[src/lpds_pkg.sv]
`default_nettype none
package lpds_pkg;

  localparam logic KIND_SPLAT = 1'b0;
  localparam logic KIND_READ  = 1'b1;

  localparam logic [2:0] REG_IMG_WIDTH  = 3'd0;
  localparam logic [2:0] REG_IMG_HEIGHT = 3'd1;
  localparam logic [2:0] REG_MAX_DIST   = 3'd2;
  localparam logic [2:0] REG_POINT_SIZE = 3'd3;
  localparam logic [2:0] REG_FULL_MODE  = 3'd4;

  localparam logic [7:0] SHADE_MAX = 8'd255;

  typedef struct packed {
    logic [10:0] frame_w;
    logic [9:0]  frame_h;
    logic [17:0] max_dist_mm;
    logic [3:0]  point_size;
    logic        full_distance_mode;
  } cfg_t;

  typedef struct packed {
    logic               kind;
    logic signed [11:0] col;
    logic signed [11:0] row;
    logic [7:0]         shade_ctr;
    logic [7:0]         shade_win;
    logic [3:0]         half;
  } entry_t;

  typedef enum logic [2:0] {
    F_IDLE,
    F_MUL,
    F_SQRT,
    F_DIV,
    F_PUSH
  } front_state_t;

  typedef enum logic [1:0] {
    B_CLEAR,
    B_IDLE,
    B_RD,
    B_WR
  } back_state_t;

endpackage
`default_nettype wire

[src/lpds_queue.sv]
`default_nettype none
module lpds_queue import lpds_pkg::*; (
  input  logic   clk,
  input  logic   rst,
  input  logic   push,
  input  entry_t push_data,
  output logic   full,
  input  logic   pop,
  output entry_t head,
  output logic   empty
);

  entry_t     slot [2];
  logic       wp;
  logic       rp;
  logic [1:0] count;

  assign full = (count == 2'd2);
  assign empty = (count == 2'd0);
  assign head = slot[rp];

  always_ff @(posedge clk) begin
    if (rst) begin
      wp <= 1'b0;
      rp <= 1'b0;
      count <= '0;
    end else begin
      if (push) begin
        wp <= ~wp;
      end
      if (pop) begin
        rp <= ~rp;
      end
      case ({push, pop})
        2'b10:   count <= count + 2'd1;
        2'b01:   count <= count - 2'd1;
        default: count <= count;
      endcase
    end
  end

  always_ff @(posedge clk) begin
    if (push) begin
      slot[wp] <= push_data;
    end
  end

endmodule
`default_nettype wire

[config.mk]
export PLATFORM = sky130hd
export DESIGN_NAME = lpds_queue
export DESIGN_NICKNAME = d
export VERILOG_FILES = /design/src/lpds_pkg.sv /design/src/lpds_queue.sv
export SDC_FILE = /design/constraint.sdc
export NUM_CORES = 1
export LEC_CHECK = 0
export BUFFER_PORTS_ARGS = -buffer_cell sky130_fd_sc_hd__buf_4
export CAP_MARGIN = 10
export CORE_ASPECT_RATIO = 0.9
export CORE_MARGIN = 2
export CORE_UTILIZATION = 50
export CTS_CLUSTER_DIAMETER = 60
export CTS_CLUSTER_SIZE = 8
export DETAILED_ROUTE_END_ITERATION = 10
export PLACE_DENSITY_LB_ADDON = 0.12
export SYNTH_ARGS = -nofsm -noshare
export SYNTH_HDL_FRONTEND = slang
export SYNTH_SLANG_ARGS = --single-unit
[constraint.sdc]
create_clock -name clk -period 3.37 [get_ports clk]
set_input_delay 0.674 -clock clk [delete_from_list [all_inputs] [get_ports clk]]
set_output_delay 0.674 -clock clk [all_outputs]
set_load 0.01 [all_outputs]
==> impl_metrics.json, run 1 <==
{
  "track_usage": 0.156,
  "grt_pass1_vias": 1816,
  "routabilityCongestion": 0.705,
  "start_kind": "flop",
  "status": "complete, no violations",
  "yosysSeqAreaShare": 0.815,
  "finalNetCount": 318,
  "synthArstFlopShare": 0,
  "cts_buffers": 9,
  "grt_max_degree": 36,
  "setup_violations": 0,
  "timing.hold.ws_ns": 0.518,
  "hp-class": "in -> reg",
  "endpoint_kind": "output port",
  "cts.sinks": 95,
  "grt.overflow.total": 0,
  "htreeDepth": 3,
  "hold_viol": 0,
  "crit_buf_inv": 2,
  "period_share": 0.690,
  "synth-edff-count": 90,
  "rsz0062_at_grt": "no",
  "wl_um": 5610,
  "post_cts_buffers": 0,
  "crit_slowest_cell": "dfxtp_2",
  "row_count": 28,
  "diodes": 0,
  "path_cells": "buf_4 -> mux2_2 -> buf_4",
  "maxSlewViolCount": 0,
  "drt_iter0_markers": 77,
  "ir_drop_mv": 0.312,
  "coreArea_mm2": 0.00662,
  "yosys_warnings": 0,
  "cts_tree": "yes",
  "layout-drive-gt1-share": 0.604,
  "worstMarginPinSlew_ns": 0.475,
  "yosysMostFrequentCell": "edfxtp_1",
  "synth.net_count": 212,
  "setup-tns-final_ns": 0,
  "critPathArrivalTime_ns": 1.65,
  "timing.final.crit_period_ns": 2.33,
  "portBuffers": 95,
  "area_growth_syn_to_layout_pct": 30.0,
  "cap_violations": 0,
  "pin_count": 96,
  "synth_ff_type": "edfxtp_1",
  "synth_top_cell_by_area": "edfxtp_1",
  "synth_commonest_cells": "edfxtp_1 (90), mux2_2 (45), nor2_1 (6)",
  "post_cts_resized": 0,
  "critical_path_class": "reg -> out",
  "relSlewSlack": 0.683,
  "cts_buffer_depth": 2,
  "wl_per_cell_um": 15.5,
  "syn_avg_cell_area_um2": 21.2,
  "ctsHoldBuffers": 0,
  "ant_nets": 0,
  "crit_path_frequent_cell": "buf_4",
  "critPathMaxStageDelay_ns": 0.43,
  "grt_pass1_wl_um": 8740,
  "finClkSkew_ns": 0.00637,
  "synth_area_mm2": 0.00344,
  "clock-root-buffer": "clkbuf_8",
  "p_leak_nw": 1.67,
  "path_delay_family": "buffers and inverters",
  "clk_latency_ns": 0.33,
  "critPathMaxFanout": 24,
  "worstPathRequired_ns": 2.70,
  "dr.pass1.iters": 3,
  "initial_utilization": 0.519,
  "routed_via_density": 4.82,
  "power_density_mw_per_mm2": 535,
  "die_area_mm2": 0.00756,
  "yosys-top-cells-area": "edfxtp_1 (79%), mux2_2 (15%), dfxtp_1 (2.9%)",
  "yosys.area.top_type_share": 0.786,
  "dp.final_hpwl_um": 3810,
  "fmax_ghz": 0.430,
  "r2r_slack_ns": 1.83,
  "synth_cell_types": 14,
  "ys_ff_latch": 95,
  "die_h_um": 82.7,
  "synth_cells": 162,
  "die_w_um": 91.4,
  "drc": 0,
  "vias": 1750,
  "antenna_found_initial": 0,
  "clk_pin_slew_ns": 0.09
}
-- final timing paths --
kind                       from  cells past startpoint          end
setup / recovery           flop                      3     head[37]
hold / removal    push_data[27]                      1  slot[0][27]
setup reg to reg             wp                      2  slot[0][37]
hold reg to reg              rp                      2           rp
-- where the power goes --
| group | switching [mW] | internal, mW | leakage, nW |
|---|---|---|---|
| sequential | 0.0222 | 1.37 | 0.886 |
| clock | 0.358 | 0.306 | 0.0873 |
| combinational | 0.148 | 0.184 | 0.699 |
| total | 0.528 | 1.86 | 1.67 |
-- cells in the final DEF, fill, tap and decap left out --
cell type	instances
edfxtp_1	90
buf_4	100
clkinvlp_4	3
and2_2	1
ha_1	1
dfxtp_2	1
or3_1	1
mux2_2	45
o21ai_0	1
nor2_1	5
clkbuf_8	11
a21oi_1	1
clkinv_2	2
nor2_4	1
xor2_1	1
and2b_2	1
inv_1	1
dfxtp_1	4
xnor2_1	3
-- through the flow --
step	cells	total power [mW]	setup WS, ns	instance area (um2)	utilization
5_1_grt	363	2.50	0.956	4470	0.675
6_report	363	2.39	1.04	4470	0.675
3_5_place_dp	347	1.76	1.34	4290	0.648
4_1_cts	363	2.42	1.01	4470	0.675
2_1_floorplan	162	1.58	0.299	3440	-
3_3_place_gp	347	1.75	1.38	4290	0.648
-- routing by layer --
layer	up-vias	wire [um]	part of all wire	track usage
met5	-	0	0	0
met4	0	34	0.0061	0.0636
met3	4	363	0.065	0.0490
met2	54	2960	0.53	0.264
met1	852	2260	0.40	0.189
li1	840	-	-	-
-- cell families after synthesis --
logic type,count (synthesis),share of synthesized area
AOI/OAI and AO/OA,2,0.00291
DFF,95,0.815
muxes,45,0.147
xor gates and xnor gates,4,0.0102
adders and majority gates,1,0.00364
and+or+nand+nor,9,0.0127
buffers and inverters,6,0.00836
-- registers in the layout, summed over array words and instances, names as in the netlist, named ones only --
signal  count
rp          1
wp          1
count       2
slot       90
-- cell type report --
| cell class | instances | area [um2] |
|---|---|---|
| Clock inverter | 5 | 32.5 |
| Sequential cell | 95 | 2800 |
| Inverter | 1 | 3.75 |
| Clock buffer | 11 | 151 |
| Timing Repair Buffer | 100 | 751 |
| Tap cell | 90 | 113 |
| Fill cell | 468 | 2150 |
| Multi-Input combinational cell | 61 | 617 |
Note: power is estimated with default switching activity, not from simulation.
==> run 2: changes to the inputs <==
Settings changed: ABC_AREA set to 1.
Clock period 3.37 ns to 2.3 ns, I/O delays scaled along.
==> run 2 against run 1 <==
Effect of this change:
- worst hold slack worse by 0.22 ns
- first-iteration DRC count is 3.9% higher
- final cell count is 4.1% higher
- utilization is 1.4 points lower
- sequential power is 45% higher
- die area is 6.6% higher
- global-route usage is 0.57 points lower
- critical path type unchanged
- largest cell class unchanged
- largest power group unchanged
- highest routed layer unchanged
==> impl_metrics.json, run 2 <==
{
  "track_usage": 0.150,
  "synth_commonest_cells": "edfxtp_1 (90), mux2_4 (40), nor2_1 (10)",
  "hp-class": "in -> reg",
  "grt_pass1_vias": 1924,
  "routabilityCongestion": 0.685,
  "worstMarginPinSlew_ns": 0.430,
  "hold_viol": 0,
  "yosysSeqAreaShare": 0.762,
  "synthArstFlopShare": 0,
  "yosys.area.top_type_share": 0.735,
  "finalNetCount": 330,
  "grt.overflow.total": 0,
  "yosysMostFrequentCell": "edfxtp_1",
  "endpoint_kind": "output port",
  "final_cell_mix": "buf_4 (101), edfxtp_1 (90), mux2_4 (40), nor2_1 (9), clkbuf_8 (9)",
  "clock-root-buffer": "clkbuf_8",
  "ir_drop_mv": 0.453,
  "final_common_cell": "buf_4",
  "finClkSkew_ns": 0.00513,
  "dr.pass1.iters": 4,
  "relSlewSlack": 0.713,
  "setup_violations": 0,
  "ant_nets": 0,
  "ys_ff_latch": 95,
  "path_delay_family": "buffers and inverters",
  "critPathMaxFanout": 23,
  "area_growth_syn_to_layout_pct": 27.4,
  "path_cells": "buf_4 -> mux2_2 -> buf_4",
  "synth_cells": 173,
  "row_count": 29,
  "synth.net_count": 223,
  "crit_buf_inv": 2,
  "cts_buffer_depth": 2,
  "synth-edff-count": 90,
  "drc": 0,
  "largest_register_ffs": 90,
  "clk_latency_ns": 0.34,
  "top_regs": "slot (90), count (2)",
  "post_cts_buffers": 0,
  "pin_count": 96,
  "power_density_mw_per_mm2": 786,
  "p_leak_nw": 1.88,
  "vias": 1816,
  "ctsHoldBuffers": 0,
  "wl_um": 5790,
  "maxSlewViolCount": 0,
  "crit_slowest_cell": "mux2_2",
  "synth_area_mm2": 0.00368,
  "diodes": 0,
  "critical_path_class": "reg -> out",
  "wl_per_cell_um": 15.3,
  "critPathMaxStageDelay_ns": 0.38,
  "initial_utilization": 0.520,
  "utilization": 0.662,
  "drt_iter0_markers": 80,
  "critPathArrivalTime_ns": 1.59,
  "dp.final_hpwl_um": 3960,
  "grt_max_degree": 27,
  "layout-drive-gt1-share": 0.575,
  "antenna_found_initial": 0,
  "period_share": 0.891,
  "setup-tns-final_ns": 0,
  "synth_ff_type": "edfxtp_1",
  "fmax_ghz": 0.488,
  "cts_tree": "yes",
  "die_h_um": 85.3,
  "cts_buffers": 9,
  "die_w_um": 94.4,
  "status": "complete, no violations",
  "timing.final.crit_period_ns": 2.05,
  "synth_top_cell_by_area": "edfxtp_1",
  "worstPathRequired_ns": 1.84,
  "yosys_warnings": 0,
  "start_kind": "flop",
  "grt_pass1_wl_um": 8890,
  "synth_cell_types": 15,
  "timing.hold.ws_ns": 0.293,
  "coreArea_mm2": 0.00708,
  "yosys-top-cells-area": "edfxtp_1 (74%), mux2_4 (16%), dfxtp_1 (2.7%)",
  "clk_pin_slew_ns": 0.09,
  "rsz0062_at_grt": "no",
  "htreeDepth": 3,
  "syn_avg_cell_area_um2": 21.2,
  "post_cts_resized": 0,
  "portBuffers": 95,
  "largest-register": "slot",
  "cts.sinks": 95,
  "die_area_mm2": 0.00805,
  "routed_via_density": 4.80,
  "crit_path_frequent_cell": "buf_4",
  "cap_violations": 0
}
==> run 2: cell types whose count changed after synthesis, moves of 2 or more <==
| cell | before | now |
|---|---|---|
| buf_12 | 0 | 4 |
| mux2_4 | 0 | 40 |
| xnor2_1 | 3 | 1 |
| buf_2 | 5 | 0 |
| mux2_2 | 45 | 5 |
| nor2_1 | 6 | 10 |
| nand2_1 | 0 | 5 |
| inv_1 | 1 | 7 |
==> run 2: cell families after synthesis <==
family,share of synthesized area
AOI/OAI and AO/OA,0.00272
xor gates and xnor gates,0.00238
and+or+nand+nor,0.0184
muxes,0.179
buffers and inverters,0.0320
DFF,0.762
adders and majority gates,0.00340
==> run 2: area by class of cell <==
type / count / area, um2
Clock buffer: 10 / 128
Clock inverter: 6 / 86.3
Fill cell: 498 / 2390
Inverter: 7 / 26.3
Multi-Input combinational cell: 66 / 763
Sequential cell: 95 / 2800
Tap cell: 93 / 116
Timing Repair Buffer: 101 / 758
==> run 2: path summary, 6_finish.rpt <==
| kind | from | end | slack (ns) | cells after the start |
|---|---|---|---|---|
| setup reg to reg | wp | slot[1][34] | 1.10 | 3 |
| setup / recovery | flop | head[44] | 0.25 | 3 |
| hold reg to reg | rp | flop | 0.52 | 2 |
| hold / removal | push_data[24] | slot[0][24] | 0.29 | 1 |
==> run 2: routing by layer <==
metal / global-route usage / routed length [um]
met5: 0 / 0
met4: 0.0685 / 76
met3: 0.0400 / 376
met2: 0.253 / 3050
met1: 0.182 / 2290
==> run 2: through the flow <==
stage | cells | setup WS, ns | total power [mW] | cell area (um2)
3_5_place_dp | 362 | 0.617 | 2.59 | 4470
5_1_grt | 378 | 0.169 | 3.83 | 4680
4_1_cts | 378 | 0.221 | 3.73 | 4680
2_1_floorplan | 173 | 0.217 | 2.37 | 3680
6_report | 378 | 0.251 | 3.68 | 4680
3_3_place_gp | 362 | 0.615 | 2.58 | 4470
==> run 2: power breakdown <==
part,switching (mW),internal (mW)
clock,0.530,0.611
sequential,0.0278,2.00
combinational,0.218,0.298
==> run 2: worst reg2reg max path, stage by stage (launching register included) <==
cell     delay (ns)
dfxtp_1        0.40
nand2_1        0.08
inv_2          0.06
buf_4          0.32
