### src/lpds_pkg.sv
`default_nettype none
package lpds_pkg;

  localparam logic KIND_SPLAT = 1'b0;
  localparam logic KIND_READ  = 1'b1;

  localparam logic [2:0] REG_IMG_WIDTH  = 3'd0;
  localparam logic [2:0] REG_IMG_HEIGHT = 3'd1;
  localparam logic [2:0] REG_MAX_DIST   = 3'd2;
  localparam logic [2:0] REG_POINT_SIZE = 3'd3;
  localparam logic [2:0] REG_FULL_MODE  = 3'd4;

  localparam logic [7:0] SHADE_MAX = 8'd255;

  typedef struct packed {
    logic [10:0] frame_w;
    logic [9:0]  frame_h;
    logic [17:0] max_dist_mm;
    logic [3:0]  point_size;
    logic        full_distance_mode;
  } cfg_t;

  typedef struct packed {
    logic               kind;
    logic signed [11:0] col;
    logic signed [11:0] row;
    logic [7:0]         shade_ctr;
    logic [7:0]         shade_win;
    logic [3:0]         half;
  } entry_t;

  typedef enum logic [2:0] {
    F_IDLE,
    F_MUL,
    F_SQRT,
    F_DIV,
    F_PUSH
  } front_state_t;

  typedef enum logic [1:0] {
    B_CLEAR,
    B_IDLE,
    B_RD,
    B_WR
  } back_state_t;

endpackage
`default_nettype wire

### src/lpds_if.sv
`default_nettype none
interface lpds_in_if;
  logic               valid;
  logic               ready;
  logic               kind;
  logic signed [11:0] col;
  logic signed [11:0] row;
  logic signed [18:0] x_mm;
  logic signed [18:0] y_mm;
  logic signed [18:0] z_mm;
  modport source (output valid, kind, col, row, x_mm, y_mm, z_mm, input ready);
  modport sink (input valid, kind, col, row, x_mm, y_mm, z_mm, output ready);
endinterface

`default_nettype wire

### src/lpds_front.sv
`default_nettype none
module lpds_front import lpds_pkg::*; #(
  parameter int MAX_POINT_SIZE = 15
) (
  input  logic   clk,
  input  logic   rst,
  lpds_in_if.sink req,
  input  cfg_t   cfg,
  input  logic   hold,
  output entry_t push_data,
  output logic   push,
  input  logic   full
);

  front_state_t st, st_next;

  logic [4:0]         cnt;
  logic               pass;
  logic               kind;
  logic signed [11:0] col;
  logic signed [11:0] row;
  logic signed [18:0] x;
  logic signed [18:0] y;
  logic signed [18:0] z;
  logic [3:0]         half;
  logic               use_win;
  logic [36:0]        prod;
  logic [37:0]        acc;
  logic [37:0]        sq_n;
  logic [38:0]        sq_res;
  logic [37:0]        sq_bit;
  logic [28:0]        rem;
  logic [24:0]        dsh;
  logic [7:0]         quo;
  logic               sat;
  logic [7:0]         shade_c;
  logic [7:0]         shade_w;

  logic [4:0]         ps_eff;
  logic signed [18:0] mul_op;
  logic signed [37:0] mul_full;
  logic [38:0]        sq_try;
  logic [18:0]        dist_mm;
  logic signed [20:0] diff;
  logic [19:0]        v_win;
  logic [19:0]        v_sel;
  logic [17:0]        m;
  logic [25:0]        m255;
  logic [28:0]        n_div;
  logic [7:0]         shade_new;
  logic               accept;

  assign accept = req.valid && req.ready;

  always_comb begin
    ps_eff = (cfg.point_size == 4'd0) ? 5'd1 : {1'b0, cfg.point_size};
    if (ps_eff > 5'(MAX_POINT_SIZE)) begin
      ps_eff = 5'(MAX_POINT_SIZE);
    end
  end

  always_comb begin
    case (cnt[1:0])
      2'd0:    mul_op = x;
      2'd1:    mul_op = y;
      default: mul_op = z;
    endcase
    mul_full = mul_op * mul_op;
    sq_try = sq_res + {1'b0, sq_bit};
    dist_mm = sq_res[18:0];
    diff = $signed({2'b00, dist_mm}) - 21'(z);
    if (cfg.full_distance_mode) begin
      v_win = {1'b0, dist_mm};
    end else if (diff < 0) begin
      v_win = 20'd0;
    end else begin
      v_win = diff[19:0];
    end
    v_sel = pass ? v_win : {1'b0, dist_mm};
    m = (cfg.max_dist_mm == 18'd0) ? 18'd1 : cfg.max_dist_mm;
    m255 = {m, 8'd0} - 26'(m);
    n_div = 29'({v_sel, 8'd0}) - 29'(v_sel) + 29'(m) - 29'd1;
    shade_new = sat ? 8'd0 : SHADE_MAX - quo;
  end

  always_comb begin
    st_next = st;
    case (st)
      F_IDLE: begin
        if (accept) begin
          st_next = (req.kind == KIND_READ) ? F_PUSH : F_MUL;
        end
      end
      F_MUL: begin
        if (cnt == 5'd3) begin
          st_next = F_SQRT;
        end
      end
      F_SQRT: begin
        if (cnt == 5'd18) begin
          st_next = F_DIV;
        end
      end
      F_DIV: begin
        if (cnt == 5'd9 && pass) begin
          st_next = F_PUSH;
        end
      end
      F_PUSH: begin
        if (!full) begin
          st_next = F_IDLE;
        end
      end
      default: st_next = F_IDLE;
    endcase
  end

  always_comb begin
    req.ready = (st == F_IDLE) && !hold;
    push = (st == F_PUSH) && !full;
    push_data.kind = kind;
    push_data.col = col;
    push_data.row = row;
    push_data.half = half;
    push_data.shade_win = shade_w;
    push_data.shade_ctr = (use_win && shade_w > shade_c) ? shade_w : shade_c;
  end

  always_ff @(posedge clk) begin
    if (rst) begin
      st <= F_IDLE;
      cnt <= '0;
      pass <= 1'b0;
    end else begin
      st <= st_next;
      if (st != st_next) begin
        cnt <= '0;
        pass <= 1'b0;
      end else if (st == F_DIV && cnt == 5'd9) begin
        cnt <= '0;
        pass <= 1'b1;
      end else begin
        cnt <= cnt + 5'd1;
      end
    end
  end

  always_ff @(posedge clk) begin
    if (accept) begin
      kind <= req.kind;
      col <= req.col;
      row <= req.row;
      x <= req.x_mm;
      y <= req.y_mm;
      z <= req.z_mm;
      half <= (req.kind == KIND_READ) ? 4'd0 : 4'((ps_eff - 5'd1) >> 1);
      use_win <= (req.kind == KIND_SPLAT) && (ps_eff > 5'd1);
      shade_c <= '0;
      shade_w <= '0;
    end
    case (st)
      F_MUL: begin
        prod <= mul_full[36:0];
        case (cnt[1:0])
          2'd0:    acc <= '0;
          2'd1:    acc <= 38'(prod);
          2'd2:    acc <= acc + 38'(prod);
          default: begin
            sq_n <= acc + 38'(prod);
            sq_res <= '0;
            sq_bit <= 38'd1 << 36;
          end
        endcase
      end
      F_SQRT: begin
        if ({1'b0, sq_n} >= sq_try) begin
          sq_n <= 38'({1'b0, sq_n} - sq_try);
          sq_res <= (sq_res >> 1) + {1'b0, sq_bit};
        end else begin
          sq_res <= sq_res >> 1;
        end
        sq_bit <= sq_bit >> 2;
      end
      F_DIV: begin
        if (cnt == 5'd0) begin
          rem <= n_div;
          dsh <= {m, 7'd0};
          quo <= '0;
          sat <= (n_div >= 29'(m255));
        end else if (cnt <= 5'd8) begin
          if (rem >= 29'(dsh)) begin
            rem <= rem - 29'(dsh);
            quo <= {quo[6:0], 1'b1};
          end else begin
            quo <= {quo[6:0], 1'b0};
          end
          dsh <= dsh >> 1;
        end else if (pass) begin
          shade_w <= shade_new;
        end else begin
          shade_c <= shade_new;
        end
      end
      default: ;
    endcase
  end

endmodule
`default_nettype wire

### src/flat_wrapper.sv
// flat-port wrapper written by rule: the top's interface ports become plain ports
module lpds_front_flat import lpds_pkg::*;
#(
  parameter int MAX_POINT_SIZE = 15
)
  (clk, rst, cfg, hold, push_data, push, full, req_valid, req_kind, req_col, req_row, req_x_mm, req_y_mm, req_z_mm, req_ready);
  lpds_in_if req_i ();
  input  logic clk;
  input  logic rst;
  input  cfg_t cfg;
  input  logic hold;
  output entry_t push_data;
  output logic push;
  input  logic full;
  input wire logic [$bits(req_i.valid)-1:0] req_valid;
  input wire logic [$bits(req_i.kind)-1:0] req_kind;
  input wire logic [$bits(req_i.col)-1:0] req_col;
  input wire logic [$bits(req_i.row)-1:0] req_row;
  input wire logic [$bits(req_i.x_mm)-1:0] req_x_mm;
  input wire logic [$bits(req_i.y_mm)-1:0] req_y_mm;
  input wire logic [$bits(req_i.z_mm)-1:0] req_z_mm;
  output wire logic [$bits(req_i.ready)-1:0] req_ready;
  assign req_i.valid = req_valid;
  assign req_i.kind = req_kind;
  assign req_i.col = req_col;
  assign req_i.row = req_row;
  assign req_i.x_mm = req_x_mm;
  assign req_i.y_mm = req_y_mm;
  assign req_i.z_mm = req_z_mm;
  assign req_ready = req_i.ready;
  lpds_front #(.MAX_POINT_SIZE(MAX_POINT_SIZE)) u_core (.clk(clk), .rst(rst), .req(req_i), .cfg(cfg), .hold(hold), .push_data(push_data), .push(push), .full(full));
endmodule
### config.mk
export PLATFORM = sky130hd
export DESIGN_NAME = lpds_front_flat
export DESIGN_NICKNAME = d
export VERILOG_FILES = /design/src/lpds_pkg.sv /design/src/lpds_if.sv /design/src/lpds_front.sv /design/src/flat_wrapper.sv
export SDC_FILE = /design/constraint.sdc
export NUM_CORES = 2
export LEC_CHECK = 0
export BUFFER_PORTS_ARGS = -buffer_cell sky130_fd_sc_hd__buf_2
export CORE_ASPECT_RATIO = 1.25
export CORE_MARGIN = 3
export CORE_UTILIZATION = 40
export DETAILED_ROUTE_END_ITERATION = 6
export PLACE_DENSITY_LB_ADDON = 0.3
export SLEW_MARGIN = 10
export SYNTH_ARGS = -nofsm -noshare
export SYNTH_HDL_FRONTEND = slang
export SYNTH_SLANG_ARGS = --single-unit
### constraint.sdc
create_clock -name clk -period 10.52 [get_ports clk]
set_input_delay 0.526 -clock clk [delete_from_list [all_inputs] [get_ports clk]]
set_output_delay 0.526 -clock clk [all_outputs]
set_load 0.01 [all_outputs]
==> results by group <==
Clock tree
  • Clock tree root buffer cell: sky130_fd_sc_hd__clkbuf_16
  • Depth of the CTS H-tree: 2
  • Insertion delay of the later-clocked pin in the worst-skew pair: 570 ps
  • Register clock-pin slew on the reported worst setup and hold paths: around 60 ps
  • Post-CTS Repair Setup Buffers: 0
  • Clock buffer count from CTS: 39
  • Count of hold-fix buffers inserted at cts: 0
  • Sink Count: between 300 and 400
  • CTS tree: done
  • Gates resized, CTS repair: 0
  • Maximum number of buffers from clock root to sink: 3

Layout
  • Leading cell type in the layout, fill and taps excluded: sky130_fd_sc_hd__inv_1
  • Filler instances: roughly 8800
  • Syn-to-layout area delta: 9.23%
  • Multi-input gate area in the final layout: around 24000 sq um
  • Final Net Count: roughly 4800
  • Top library cells by usage in the layout, fill and taps aside: sky130_fd_sc_hd__inv_1 (574), sky130_fd_sc_hd__ha_1 (361), sky130_fd_sc_hd__fa_1 (346)
  • Sequential Area: approximately 10000 sq um
  • Fraction of final layout cells with drive strength greater than 1: 0.0736

Floorplan
  • Die width: 276 um
  • Die outline area: about 95000 sq um
  • Initial core utilization: 0.405
  • Die height: 344 um
  • Std-Cell Rows: roughly 120
  • CORE AREA: between 90000 and 100000 sq um
  • Number of top-level pins: around 180

GRT
  • Maximum number of pins on one net before global-route repair: 85
  • Overflow after GRT: 0
  • Total track usage: 0.204
  • Wire length of the first global-routing pass: approximately 150 mm
  • Vias in the first global route: ~29000
  • Number of antenna violations at the first check in global routing: 10

Placed design
  • Port Buf Inserts: 156
  • Weighted congestion reported at the end of routability-driven placement: a little over 0.9
  • HPWL after detailed placement: 76.5 mm

Synth
  • Mean post-synth cell area: 9.53 sq um
  • Top FF cell, synth: sky130_fd_sc_hd__edfxtp_1
  • Post-synthesis cell type with the largest combined area: sky130_fd_sc_hd__edfxtp_1
  • Largest cells by area after synthesis: sky130_fd_sc_hd__edfxtp_1 (26%), sky130_fd_sc_hd__fa_1 (19%), sky130_fd_sc_hd__ha_1 (12%), sky130_fd_sc_hd__inv_1 (5.9%), sky130_fd_sc_hd__xnor2_1 (3.6%)
  • Number of synthesized register bits: ~350
  • Share of async-settable or async-resettable flops after synthesis: 0
  • Count of yosys warnings during synthesis: 0
  • Fraction of the yosys area taken by sequential cells: 0.277
  • Area share of the largest cell type after synthesis: 0.263
  • Count of flip-flops with a built-in enable after synthesis: between 300 and 400
  • Area of the mapped netlist: roughly 37000 sq um
  • Gate count of the mapped netlist: 3830
  • Mapped Nets: between 4000 and 5000
  • Cell variety after synth: 74

Detailed routing
  • Number of violations reported at the end of detailed-routing iteration 0: approximately 1600
  • Vias post-DR: between 20000 and 30000
  • Remaining antenna violation count: 0
  • Final routed wirelength across all metal layers: between 90 and 100 mm
  • Average via count per standard cell: roughly 5.4
  • Number of remaining DRC errors: 0
  • Routed len/inst: around 19 um
  • Number of optimization iterations in the first detailed-route pass: 5

STA
  • Fin Clk Skew: about 18 ps
  • Final hold violation count: 0
  • Max-Slew Margin vs Limit: 0.353
  • Aggregate negative setup slack: 0 ps
  • Clock period minus worst slack: between 9000 and 10000 ps
  • Final period utilization: 0.880
  • Actual transition at the worst max-transition pin: 971 ps
  • Total setup violations reported at the end of the flow: 0
  • RSZ-0062 raised after global routing: false
  • Final count of pins violating max slew: 0
  • Achievable Freq: between 0.1 and 0.15 GHz

Worst setup path
  • FF-to-FF Start: u_core.cnt[0]
  • Critical path data required time: 10820 ps
  • Worst setup startpoint: u_core.cnt[0]
  • Worst setup EP type: flip-flop
  • Critical Path Slowest Stage Cell: sky130_fd_sc_hd__fa_1
  • Type of the worst setup path: reg -> reg
  • Worst setup SP type: flip-flop
  • Worst path arrival time: 9550 ps
  • Delay of the slowest cell on the worst path: roughly 620 ps
  • CP max FO: 13

Outcome
  • Run status: complete, no violations

Flow run
  • Max-cap violations: 0

Hold path
  • Hold/Removal Path Class: in -> reg
  • Hold Startpoint: req_z_mm[1]
## state kept, by name, summed over array words and instances (netlist names), 4 cells and up
name,count
u_core.x,19
u_core.shade_c,8
u_core.shade_w,8
u_core.sq_n,38
u_core.dsh,25
u_core.acc,38
u_core.cnt,5
u_core.z,19
u_core.row,12
u_core.col,12
u_core.rem,29
u_core.sq_res,39
u_core.y,19
u_core.prod,36
u_core.half,4
u_core.sq_bit,19
u_core.quo,8
## logic make-up (layout without fill, tap and decap cells)
kind of cell	after synthesis	in the layout	share of synthesized area
AOI/OAI and AO/OA	859	859	0.153
xor gates and xnor gates	257	257	0.0617
adders and majority gates	707	707	0.313
buffers and inverters	696	845	0.0723
DFF	345	345	0.277
muxes	14	14	0.00415
other	1	6	0.000103
and+or+nand+nor	951	951	0.118
## synthesized netlist by cell type, types with 39 or more instances
master	count
sky130_fd_sc_hd__a211oi_1	39
sky130_fd_sc_hd__a21o_1	101
sky130_fd_sc_hd__a21oi_1	190
sky130_fd_sc_hd__a22o_1	59
sky130_fd_sc_hd__a31oi_1	47
sky130_fd_sc_hd__and2_1	45
sky130_fd_sc_hd__clkbuf_1	94
sky130_fd_sc_hd__edfxtp_1	320
sky130_fd_sc_hd__fa_1	346
sky130_fd_sc_hd__ha_1	361
sky130_fd_sc_hd__inv_1	575
sky130_fd_sc_hd__nand2_1	321
sky130_fd_sc_hd__nand3_1	48
sky130_fd_sc_hd__nor2_1	311
sky130_fd_sc_hd__nor3_1	48
sky130_fd_sc_hd__o21a_1	39
sky130_fd_sc_hd__o21ai_0	204
sky130_fd_sc_hd__xnor2_1	151
sky130_fd_sc_hd__xor2_1	106
## layout make-up
cell class,count,share of cell area
Antenna cell,5,0.000314
Timing Repair Buffer,195,0.0269
Tap cell,1187,0.0372
Clock buffer,52,0.0270
Inverter,580,0.0547
Sequential cell,345,0.254
Multi-Input combinational cell,2789,0.597
Clock inverter,18,0.00373
## critical path: cells and delay by family, from the launching register on
kind | cells | cell delay (ps)
flops | 1 | 340
buf+inv | 8 | 1070
compound gates | 6 | 1780
fa+ha+maj | 9 | 4490
xor+xnor | 1 | 150
simple gates | 5 | 1120
## through the flow
stage               worst slack, ps   util  hold slack, ps  cells  cell area (sq um)
floorplan                      2340      -             442   3830              36500
global placement               1420  0.428             463   5096              38600
detailed placement             1410  0.428             475   5096              38600
CTS                            1350  0.442            86.5   5166              39900
global route                    802  0.442            97.2   5170              39900
finish                         1270  0.442             123   5171              39900
## path summary, 6_finish.rpt
path,endpoint,slack (ps),cells after the start
hold reg to reg,u_core.shade_w[7],480,1
setup reg to reg,u_core.prod[35],1270,29
hold / removal,u_core.z[1],120,1
setup / recovery,u_core.prod[35],1270,29
## per-layer routing
| layer | global-route usage | vias up | share of wire |
|---|---|---|---|
| met5 | 0 | - | 0.00035 |
| met4 | 0.0902 | 6 | 0.047 |
| met3 | 0.0298 | 218 | 0.047 |
| met2 | 0.373 | 625 | 0.51 |
| met1 | 0.239 | 13700 | 0.40 |
| li1 | - | 13300 | - |
Power is left out: the tool's default activity adds up to more than one toggle a clock period on the data nets, which glitch-free logic cannot reach.
